`src/hw/rtl/fbsm_pkg.sv`:
```
`default_nettype none
package fbsm_pkg;

   localparam int SLOTS_DEF = 8;
   localparam int FRAME_W   = 48;
   localparam int IDX_W     = 3;
   localparam int CNT_REG_W = 4;

   localparam logic [CNT_REG_W-1:0] CNT_RESET = 4'd8;

   typedef enum logic [1:0] {
      ACT_WR_CLAIM = 2'd0,
      ACT_PUBLISH  = 2'd1,
      ACT_RD_CLAIM = 2'd2,
      ACT_RELEASE  = 2'd3
   } action_type;

   typedef enum logic [1:0] {
      SLOT_FREE    = 2'd0,
      SLOT_READY   = 2'd1,
      SLOT_WRITING = 2'd2,
      SLOT_READING = 2'd3
   } slot_state_type;

   typedef enum logic [1:0] {
      STAT_OK     = 2'd0,
      STAT_NONE   = 2'd1,
      STAT_BADIDX = 2'd2
   } status_type;

   typedef enum logic [2:0] {
      ST_IDLE,
      ST_SCAN,
      ST_APPLY,
      ST_FETCH,
      ST_RESP
   } fsm_type;

endpackage
`default_nettype wire

```
`src/hw/rtl/frame_buffer_slot_manager.sv`:
```
// Flow: a request is answered after a scan of n slots and an apply state (and a
// fetch state for a read claim that finds a slot), n being the managed slot count,
// min(count, SLOTS). The slot scan visits one slot per cycle through a single state
// compare, and the block is busy, taking no new request, until its response is taken.
// Reset: all slots free, all frame ids zero, slot count 8. No clearing pass.
`default_nettype none
module frame_buffer_slot_manager
   import fbsm_pkg::*;
#(
   parameter int SLOTS = SLOTS_DEF
) (
   input  wire logic                 clock,
   input  wire logic                 reset,
   input  wire logic                 req_valid,
   output logic                      req_stall,
   input  wire logic [1:0]           req_action,
   input  wire logic [IDX_W-1:0]     req_slot_index,
   input  wire logic [FRAME_W-1:0]   req_frame_number,
   input  wire logic                 req_allow_overwrite,
   input  wire logic                 req_flush_ready,
   output logic                      rsp_valid,
   input  wire logic                 rsp_stall,
   output logic [1:0]                rsp_status,
   output logic [IDX_W-1:0]          rsp_granted_slot,
   output logic [FRAME_W-1:0]        rsp_granted_frame,
   input  wire logic                 csr_valid,
   output logic                      csr_ready,
   input  wire logic [CNT_REG_W-1:0] csr_slots_in_use
);

   // the 4-bit count never reaches past slot 14, so only NMAX slots are kept
   localparam int NMAX  = (SLOTS < 15) ? SLOTS : 15;
   localparam int SW    = (NMAX > 1) ? $clog2(NMAX) : 1;
   localparam int CNT_W = $clog2(NMAX + 1);
   localparam int CW    = (SW > CNT_REG_W) ? SW : CNT_REG_W;

   fsm_type                  state_ff, state_in;
   action_type               act_ff, act_in;
   logic [IDX_W-1:0]         idx_ff, idx_in;
   logic [FRAME_W-1:0]       frame_ff, frame_in;
   logic                     ow_ff, ow_in;
   logic                     drop_ff, drop_in;
   logic                     idx_ok_ff, idx_ok_in;
   logic [CNT_W-1:0]         n_ff, n_in;
   logic [SW-1:0]            ptr_ff, ptr_in;
   logic                     free_hit_ff, free_hit_in;
   logic [SW-1:0]            free_k_ff, free_k_in;
   logic                     ready_hit_ff, ready_hit_in;
   logic [SW-1:0]            ready_k_ff, ready_k_in;
   status_type               status_ff, status_in;
   logic [IDX_W-1:0]         gslot_ff, gslot_in;
   logic [FRAME_W-1:0]       gframe_ff, gframe_in;
   logic [CNT_REG_W-1:0]     slots_ff;

   slot_state_type           slot_st_ff [NMAX];
   logic                     st_we;
   logic [SW-1:0]            st_waddr;
   slot_state_type           st_wdata;
   slot_state_type           cur_st;

   logic                     fs_we;
   logic                     fs_re;
   logic [SW-1:0]            fs_raddr;
   logic [FRAME_W-1:0]       fs_rdata;
   logic [CNT_W-1:0]         eff_cnt;

   assign req_stall         = (state_ff != ST_IDLE);
   assign rsp_valid         = (state_ff == ST_RESP);
   assign rsp_status        = status_ff;
   assign rsp_granted_slot  = gslot_ff;
   assign rsp_granted_frame = gframe_ff;
   assign csr_ready         = 1'b1;

   assign eff_cnt = (slots_ff > CNT_REG_W'(NMAX)) ? CNT_W'(NMAX) : CNT_W'(slots_ff);
   assign cur_st  = slot_st_ff[ptr_ff];

   always_ff @(posedge clock) begin
      if (reset) begin
         slots_ff <= CNT_RESET;
      end else if (csr_valid && csr_ready) begin
         slots_ff <= csr_slots_in_use;
      end
   end

   always_ff @(posedge clock) begin
      if (reset) begin
         state_ff <= ST_IDLE;
      end else begin
         state_ff <= state_in;
      end
   end

   always_ff @(posedge clock) begin
      if (reset) begin
         for (int i = 0; i < NMAX; i++) begin
            slot_st_ff[i] <= SLOT_FREE;
         end
      end else if (st_we) begin
         slot_st_ff[st_waddr] <= st_wdata;
      end
   end

   always_ff @(posedge clock) begin
      act_ff       <= act_in;
      idx_ff       <= idx_in;
      frame_ff     <= frame_in;
      ow_ff        <= ow_in;
      drop_ff      <= drop_in;
      idx_ok_ff    <= idx_ok_in;
      n_ff         <= n_in;
      ptr_ff       <= ptr_in;
      free_hit_ff  <= free_hit_in;
      free_k_ff    <= free_k_in;
      ready_hit_ff <= ready_hit_in;
      ready_k_ff   <= ready_k_in;
      status_ff    <= status_in;
      gslot_ff     <= gslot_in;
      gframe_ff    <= gframe_in;
   end

   always_comb begin
      state_in     = state_ff;
      act_in       = act_ff;
      idx_in       = idx_ff;
      frame_in     = frame_ff;
      ow_in        = ow_ff;
      drop_in      = drop_ff;
      idx_ok_in    = idx_ok_ff;
      n_in         = n_ff;
      ptr_in       = ptr_ff;
      free_hit_in  = free_hit_ff;
      free_k_in    = free_k_ff;
      ready_hit_in = ready_hit_ff;
      ready_k_in   = ready_k_ff;
      status_in    = status_ff;
      gslot_in     = gslot_ff;
      gframe_in    = gframe_ff;
      st_we        = 1'b0;
      st_waddr     = ptr_ff;
      st_wdata     = SLOT_FREE;
      fs_we        = 1'b0;
      fs_re        = 1'b0;
      fs_raddr     = ready_k_ff;

      unique case (state_ff)
         ST_IDLE: begin
            if (req_valid) begin
               act_in       = action_type'(req_action);
               idx_in       = req_slot_index;
               frame_in     = req_frame_number;
               ow_in        = req_allow_overwrite;
               drop_in      = req_flush_ready;
               n_in         = eff_cnt;
               idx_ok_in    = CW'(req_slot_index) < CW'(eff_cnt);
               ptr_in       = '0;
               free_hit_in  = 1'b0;
               ready_hit_in = 1'b0;
               state_in     = (eff_cnt == '0) ? ST_APPLY : ST_SCAN;
            end
         end

         ST_SCAN: begin
            // one slot per cycle; first hit of each kind is the lowest
            if (cur_st == SLOT_FREE && !free_hit_ff) begin
               free_hit_in = 1'b1;
               free_k_in   = ptr_ff;
            end
            if (cur_st == SLOT_READY && !ready_hit_ff) begin
               ready_hit_in = 1'b1;
               ready_k_in   = ptr_ff;
            end
            if (act_ff == ACT_PUBLISH && drop_ff && idx_ok_ff && cur_st == SLOT_READY &&
                CW'(ptr_ff) != CW'(idx_ff)) begin
               st_we    = 1'b1;
               st_waddr = ptr_ff;
               st_wdata = SLOT_FREE;
            end
            if (CW'(ptr_ff) == CW'(n_ff) - CW'(1)) begin
               state_in = ST_APPLY;
            end else begin
               ptr_in = ptr_ff + SW'(1);
            end
         end

         ST_APPLY: begin
            status_in = STAT_OK;
            gslot_in  = '0;
            gframe_in = '0;
            state_in  = ST_RESP;
            unique case (act_ff)
               ACT_WR_CLAIM: begin
                  if (free_hit_ff) begin
                     st_we    = 1'b1;
                     st_waddr = free_k_ff;
                     st_wdata = SLOT_WRITING;
                     gslot_in = IDX_W'(free_k_ff);
                  end else if (ow_ff && ready_hit_ff) begin
                     st_we    = 1'b1;
                     st_waddr = ready_k_ff;
                     st_wdata = SLOT_WRITING;
                     gslot_in = IDX_W'(ready_k_ff);
                  end else begin
                     status_in = STAT_NONE;
                  end
               end
               ACT_RD_CLAIM: begin
                  if (ready_hit_ff) begin
                     st_we    = 1'b1;
                     st_waddr = ready_k_ff;
                     st_wdata = SLOT_READING;
                     gslot_in = IDX_W'(ready_k_ff);
                     fs_re    = 1'b1;
                     state_in = ST_FETCH;
                  end else begin
                     status_in = STAT_NONE;
                  end
               end
               ACT_PUBLISH: begin
                  gslot_in = idx_ff;
                  if (idx_ok_ff) begin
                     st_we    = 1'b1;
                     st_waddr = SW'(idx_ff);
                     st_wdata = SLOT_READY;
                     fs_we    = 1'b1;
                  end else begin
                     status_in = STAT_BADIDX;
                  end
               end
               ACT_RELEASE: begin
                  gslot_in = idx_ff;
                  if (idx_ok_ff) begin
                     st_we    = 1'b1;
                     st_waddr = SW'(idx_ff);
                     st_wdata = SLOT_FREE;
                  end else begin
                     status_in = STAT_BADIDX;
                  end
               end
               default: status_in = STAT_NONE;
            endcase
         end

         ST_FETCH: begin
            gframe_in = fs_rdata;
            state_in  = ST_RESP;
         end

         ST_RESP: begin
            if (!rsp_stall) begin
               state_in = ST_IDLE;
            end
         end

         default: state_in = ST_IDLE;
      endcase
   end

   fbsm_frame_store #(
      .DEPTH (NMAX),
      .AW    (SW)
   ) u_frame_store (
      .clock   (clock),
      .reset   (reset),
      .wr_en   (fs_we),
      .wr_addr (SW'(idx_ff)),
      .wr_data (frame_ff),
      .rd_en   (fs_re),
      .rd_addr (fs_raddr),
      .rd_data (fs_rdata)
   );

endmodule
`default_nettype wire

```
`src/hw/rtl/fbsm_frame_store.sv`:
```
`default_nettype none
module fbsm_frame_store
   import fbsm_pkg::*;
#(
   parameter int DEPTH = SLOTS_DEF,
   parameter int AW    = 3
) (
   input  wire logic               clock,
   input  wire logic               reset,
   input  wire logic               wr_en,
   input  wire logic [AW-1:0]      wr_addr,
   input  wire logic [FRAME_W-1:0] wr_data,
   input  wire logic               rd_en,
   input  wire logic [AW-1:0]      rd_addr,
   output logic      [FRAME_W-1:0] rd_data
);

   logic [FRAME_W-1:0] mem [DEPTH];
   logic [DEPTH-1:0]   vld_ff;
   logic [FRAME_W-1:0] rd_data_ff;
   logic               rd_vld_ff;

   // never-written entries read as zero
   always_ff @(posedge clock) begin
      if (reset) begin
         vld_ff <= '0;
      end else if (wr_en) begin
         vld_ff[wr_addr] <= 1'b1;
      end
   end

   always_ff @(posedge clock) begin
      if (wr_en) begin
         mem[wr_addr] <= wr_data;
      end
   end

   always_ff @(posedge clock) begin
      if (rd_en) begin
         rd_data_ff <= mem[rd_addr];
         rd_vld_ff  <= vld_ff[rd_addr];
      end
   end

   assign rd_data = rd_vld_ff ? rd_data_ff : '0;

endmodule
`default_nettype wire

```
`config.mk`:
```
export PLATFORM = sky130hd
export DESIGN_NAME = frame_buffer_slot_manager
export DESIGN_NICKNAME = d
export VERILOG_FILES = /design/src/hw/rtl/fbsm_pkg.sv /design/src/hw/rtl/frame_buffer_slot_manager.sv /design/src/hw/rtl/fbsm_frame_store.sv
export SDC_FILE = /design/constraint.sdc
export NUM_CORES = 1
export LEC_CHECK = 0
export ABC_AREA = 1
export BUFFER_PORTS_ARGS = -buffer_cell sky130_fd_sc_hd__buf_4
export CAP_MARGIN = 10
export CORE_AREA = 5 5 220 222
export CTS_CLUSTER_DIAMETER = 50
export DETAILED_ROUTE_END_ITERATION = 16
export DIE_AREA = 0 0 225 227
export PLACE_DENSITY_LB_ADDON = 0.3
export SLEW_MARGIN = 10
export SYNTH_ARGS = -nofsm -noshare
export SYNTH_HDL_FRONTEND = slang
export SYNTH_SLANG_ARGS = --single-unit
```
`constraint.sdc`:
```
create_clock -name clock -period 5.17 [get_ports clock]
set_input_delay 0 -clock clock [delete_from_list [all_inputs] [get_ports clock]]
set_output_delay 0 -clock clock [all_outputs]
set_load 0.02 [all_outputs]
```
# Yosys cells after proc, flatten, opt, wreduce, memory -nomap -nowiden
# Memory sizes are Yosys's and may differ from the RTL's. A register that Yosys moved wholly into a read port is not among the register bits.
# Cells that the tools add are included.
[word_totals] ff_bits=140 mem_bits_rw=400 input_bits=64 out_inout_bits=56 elab_cells=136 n_memories=2
[memory_table] name="u_frame_store.mem" words=8 width=48 read_ports=1 rd_ports_with_merged_regs=1 wr=1 line="fbsm_frame_store.sv:18" source="logic [FRAME_W-1:0] mem [DEPTH];"
[memory_table] name="slot_st_ff" words=8 width=2 read_ports=1 rd_ports_with_merged_regs=1 wr=8 line="frame_buffer_slot_manager.sv:55" source="slot_state_type slot_st_ff [NMAX];"
[classes] n_addsub=2 order_cmp=5 eq_ne=16 muxes=65 bitwise=1 n_reduce_logical=26
[ops] operator="$pmux W48 S2" count=1
[ops] operator="$mux W3" count=17
[ops] operator="$mux W48" count=1
[ops] operator="$mux W1" count=26
[ops] operator="$pmux W3 S3" count=2
[ops] operator="$pmux W3 S5" count=1
[ops] operator="$mux W2" count=7
[ops] operator="$ne A2 B2 Y1 const B" count=6
[ops] operator="$reduce_and A3 Y1" count=4
[ops] operator="$logic_and A1 B1 Y1" count=8
[ops] operator="$lt A3 B4 Y1 const B" count=2
[ops] operator="$or A8 B8 Y8" count=1
[ops] operator="$pmux W2 S4" count=1
[ops] operator="$eq A3 B2 Y1 const B" count=2
[ops] operator="$pmux W1 S2" count=3
[ops] operator="$pmux W2 S3" count=1
[ops] operator="$pmux W3 S2" count=1
[ops] operator="$reduce_and A2 Y1" count=3
[ops] operator="$eq A2 B1 Y1 const B" count=2
[ops] operator="$eq A2 B2 Y1 const B" count=2
[ops] operator="$eq A3 B4 Y1" count=1
[ops] operator="$gt A4 B4 Y1 const B" count=1
[ops] operator="$logic_not A2 Y1" count=2
[ops] operator="$logic_not A4 Y1" count=1
[ops] operator="other kinds (16)" count=19

# Depth between registers and ports, before layout
[logic_depth] depth_word=12 depth_mapped=12 ltp_nobuf=10

# By module
# Synthesis repeated with hierarchy kept, for this count alone.
[unflattened] hier_cells=2430 area_unflattened_um2=25175.4
[by_module_without_submodules] module="fbsm_frame_store" instances=1 cells_per_inst=1881 area_per_inst_um2=19005.7
[by_module_without_submodules] module="frame_buffer_slot_manager" instances=1 cells_per_inst=549 area_per_inst_um2=6169.7

# Least setup slack after synthesis
# No wires, ideal clock.
[synth_path] path_kind="flip-flop to flip-flop" startpoint="reg state_ff[0]" endpoint="reg ptr_ff[0] (enable)" setup_time_ns=0.325 t_arrival_ns=4.056 t_required_ns=4.845 setup_slack_ns=0.789 stages_incl_launch_ff=6 n_path_buf=0 period_less_slack_ns=4.381 cell_sequence="dfxtp_1 -> nor3_1 -> inv_1 -> nor2_1 -> inv_1 -> nand2_1"
[synth_via] elab_chain_len=3 word_cells_on_any_way=6
[synth_lines] element="start: declaration" line="frame_buffer_slot_manager.sv:37" source="fsm_type state_ff, state_in;"
[synth_lines] element="start signal: assignment" line="frame_buffer_slot_manager.sv:89" source="state_ff <= state_in;"
[synth_lines] element="$eq A3 B1 Y1 or $logic_not A3 Y1 (tied branches)" line="frame_buffer_slot_manager.sv:145" source="unique case (state_ff)"
[synth_lines] element="$ne A2 B2 Y1 (no line) or $reduce_bool A2 Y1 (tied branches)"
[synth_lines] element="$reduce_and A3 Y1 (no line) *"
[synth_lines] element="end signal: assignment" line="frame_buffer_slot_manager.sv:111" source="ptr_ff <= ptr_in;"
[synth_lines] element="end: declaration" line="frame_buffer_slot_manager.sv:45" source="logic [SW-1:0] ptr_ff, ptr_in;"
# Every way passes the cells marked *; elsewhere a longest branch is shown, timed or not.
# A chain may end at the register's enable or synchronous reset.

# Final worst setup path
[layout_path] startpoint="reg act_ff[0]" endpoint="reg state_ff[1]"
[layout_via] elab_chain_len=3
[layout_lines] element="start: declaration" line="frame_buffer_slot_manager.sv:38" source="action_type act_ff, act_in;"
[layout_lines] element="start signal: assignment" line="frame_buffer_slot_manager.sv:104" source="act_ff <= act_in;"
[layout_lines] element="$eq A2 B2 Y1" line="frame_buffer_slot_manager.sv:190" source="unique case (act_ff)"
[layout_lines] element="$mux W3" line="frame_buffer_slot_manager.sv:190"
[layout_lines] element="$pmux W3 S5" line="frame_buffer_slot_manager.sv:145"
# Every way passes these cells.

==> summary.md <==
| Metric | Value |
|---|---|
| Seq pwr share | `50.6%` |
| Largest family of logic cells by synthesized area | `simple AND/OR/NAND/NOR gates` |
| Clock group share of total power | `approximately 38%` |
| RSZ-0062 raised after global routing | `false` |
| CP Max Fanout | `37` |
| PnR worst setup slack | `approximately 2.1 ns` |
| Post-Syn Nets | `1,823` |
| GR Util met1 | `between 20% and 30%` |
| Post-DP HPWL | `27.11 mm` |
| Post-synthesis adder-cell area fraction | `less than 1%` |
| Final setup viols | `0` |
| Synth unique cells | `37` |
| Switch Pwr | `approximately 3200 µW` |
| Final ANT Viol Nets | `0` |
| Die area | `between 50,000 and 60,000 µm²` |
| Drt wl/cell | `~19 µm` |
| Cell Int Power | `8862 µW` |
| Async S/R FF share, synth | `0%` |
| Worst-Margin Slew | `between 1 and 1.5 ns` |
| XOR/XNOR share of the synthesized area | `less than 1%` |
| Die X | `225 µm` |
| WL final | `49.63 mm` |
| Critical Path Max Stage Delay | `around 0.63 ns` |
| Initial cell density of the core | `around 50%` |
| Slew Limit Fails | `0` |
| Layout cells sized above 1 | `13.80%` |
| Hold buffer count at cts | `72` |
| Sw Ratio | `a little over a quarter` |
| Compound-Gate Fraction of Synth Area | `7.864%` |
| Gr busiest metal | `met2` |
| Post-synth top flop | `edfxtp_1` |
| Core area | `46,160 µm²` |
| Initial antenna violation count | `0` |
| Post-synthesis mux area share | `0%` |
| Die Height | `roughly 230 µm` |
| EDFF count, synth | `~570` |
| Critical Path AT | `3.64 ns` |
| Iter 0 DRT Violations | `1,494` |
| Rel. slew slack | `23.52%` |
| Register area share after synthesis | `about three quarters` |
| IO Pins | `between 100 and 150` |
| Number of warnings issued by yosys | `0` |
| Setup TNS | `0 ns` |
| PwrDens | `444.6 nW/µm²` |
| Largest net degree at the start of global routing | `~200` |
| FMAX | `~320 MHz` |
| Post-Syn Area per Cell | `about 13 µm²` |
| Vias in the first global route | `13,790` |
| Max Clock Skew | `0.02176 ns` |
| Maximum capacitance violations | `0` |
| Setup bufs post-CTS | `0` |
| CTS tree | `done` |
| Met3 GRT Util | `under 10%` |
| Leakage | `0.009540 µW` |
| GRT Residual Overflow | `0` |
| Vias/cell | `around 5.4` |
| IO buf count | `between 100 and 150` |
| Final period util | `between 60% and 70%` |
| Main area contributors after synthesis | `edfxtp_1 75%, nor2_1 7.3%, o21ai_0 4.6%` |
| Cell Area, Synth | `roughly 23,000 µm²` |
| Worst ir drop on vdd | `slightly above 300 µV` |
| Dpl cells | `2,403` |
| Combinational Power Share | `between 10% and 20%` |
| Dpl ws | `roughly 2.1 ns` |
| Num CTS Buffers | `66` |
| H-tree depth | `3` |
| Post-layout minimum cycle time | `~3.1 ns` |
| Status | `completed` |
| Synthesized instance count | `1,755` |
| DRC | `0` |
| Synth area leader | `edfxtp_1` |
| Slowest stage cell, crit path | `buf_4` |
| Fillers | `~3,500` |
| Fin. Hold Viols | `0` |
| CTS Root Cell | `clkbuf_16` |
| Std-Cell Rows | `just under 80` |
| CTS Buffer Depth | `3` |
| First-pass GRT wire length | `approximately 78 mm` |
| Tot GR Track Use | `~19%` |
| Critical Path Source Type | `register` |
| Crit path required time | `approximately 5.7 ns` |
| Clock transition at path regs | `roughly 0.060 ns` |
| #FFs+latches synth | `between 500 and 600` |
| Synth top area share | `75.36%` |
| CP Cell Sequence | `inv_2, nand3_2, nor2_4, buf_4, inv_1, nand3_1, nand3b_1, nor2_1, dlygate4sd3_1` |
| Routability cong. | `approximately 0.9` |
| Simple-gate area share of the yosys netlist | `10.93%` |
| Routed vias | `~14,000` |
| Setup crit end kind | `register` |
| First-pass detailed-route iteration total | `5` |
| Min-delay worst type | `in2reg` |
| M2 GR Usage | `30.95%` |
| Non-Filler Instances | `between 2,000 and 3,000` |
| Kind of critical path | `reg2reg` |
| Final nets | `2,004` |
| ANT cells | `0` |
| Post-CTS sizing | `0` |
| Clock insertion delay at the later pin of the skew report | `0.59 ns` |
| Layout area overhead | `18.69%` |
| Clk sinks | `591` |
==> layout by cell type, fill, tap and decap left out, types with 2 or more instances in the layout <==
master         netlist  final
nand3_4              1      2
nand3b_1             2      2
nor2_2               2      2
inv_6                0      8
o21ai_1              7      7
nor2_4               3     14
dfxtp_1             18     18
o22ai_1             49     49
clkbuf_1            49     11
buf_4                9    132
a31oi_1             49     49
inv_8                0      4
nor3_1              17     17
nor2_1             443    432
clkbuf_16            0     67
ha_1                 4      4
o21ai_2              2      2
nand3_2              2      2
clkinv_1             0      9
xnor2_1              4      4
o21ai_0            212    212
nand2_1             89     89
nand3_1             43     42
edfxtp_1           573    573
nor3_2               2      2
a21oi_1              6      6
clkinv_2             0     10
clkinv_8             0      3
bufinv_16            0      4
inv_2               10      7
nand4_1              3      3
dlygate4sd3_1        0     72
clkinv_4             0      3
nand2_2              7      7
o21a_1               2      2
inv_1              106    106
==> layout make-up <==
cell class | count | area, µm² | area share [%]
clock inverters | 39 | 380.4 | 1.404
inverters | 116 | 444.2 | 1.639
clock buffers | 79 | 1732 | 6.390
well taps | 607 | 759.5 | 2.803
multi-input cells | 956 | 4484 | 16.55
repair buffers | 205 | 1732 | 6.390
flip-flops and latches | 591 | 17570 | 64.83
==> per-layer routing <==
layer / vias up / wire [µm]
li1: 6589 / -
met1: 6908 / 21740
met2: 439 / 23710
met3: 83 / 2936
met4: 0 / 1240
met5: - / 0
==> flip-flops by register name (all words and copies together), names as in the netlist, named ones only <==
register	cells
ready_hit_ff	1
rsp_status	2
idx_ff	3
free_hit_ff	1
drop_ff	1
free_k_ff	3
u_frame_store.vld_ff	8
idx_ok_ff	1
n_ff	4
fs_raddr	3
ow_ff	1
u_frame_store.rd_vld_ff	1
rsp_granted_slot	3
slots_ff	4
frame_ff	48
rsp_granted_frame	48
ptr_ff	3
slot_st_ff	16
state_ff	3
u_frame_store.mem	384
u_frame_store.rd_data_ff	48
act_ff	2
==> critical path: cells and delay by family (launching register included) <==
kind	cells	cell delay (ns)
simple gates	5	0.95
flops	1	0.59
buf+inv	4	1.46
==> cells in the mapped netlist (all sizes together), types with 2 or more instances <==
cell	n
edfxtp	573
nor2	448
o21ai	221
inv	116
nand2	97
a31oi	49
clkbuf	49
o22ai	49
nand3	46
buf	43
nor3	19
dfxtp	18
a21oi	6
ha	4
xnor2	4
nand4	3
nand3b	2
o21a	2
==> through the flow <==
step	hold slack, ns	area [µm²]	total power [µW]	utilization, %
after detailed placement	0.1795	24270	7581	52.57
after floorplan	0.09887	22830	7024	-
final	0.1283	27100	12050	58.70
after CTS	0.08702	27100	12150	58.70
after global routing	0.1156	27100	12540	58.70
after global placement	0.1784	24270	7545	52.57
==> power groups by stage <==
stage | sequential, µW | clock [µW] | combinational (µW)
2_1_floorplan | 6120 | 0 | 908
3_3_place_gp | 6180 | 0 | 1360
3_5_place_dp | 6190 | 0 | 1390
4_1_cts | 6090 | 4610 | 1440
5_1_grt | 6130 | 4820 | 1590
6_report | 6090 | 4520 | 1440
==> final timing paths <==
path | startpoint | to | slack, ns | depth (start not counted)
max reg2reg | act_ff[0] | state_ff[1] | 2.07 | 9
min | req_frame_number[41] | frame_ff[41] | 0.13 | 2
max | act_ff[0] | state_ff[1] | 2.07 | 9
min reg2reg | u_frame_store.vld_ff[6] | u_frame_store.vld_ff[6] | 0.46 | 1
==> kinds of logic (layout without fill, tap and decap cells) <==
| group | Yosys count | in the layout |
|---|---|---|
| simple gates | 616 | 616 |
| buf+inv | 208 | 439 |
| flops | 591 | 591 |
| other cells | 1 | 1 |
| xor+xnor | 5 | 5 |
| compound gates | 330 | 330 |
| fa+ha+maj | 4 | 4 |
Note: power is estimated with default switching activity, not from simulation.
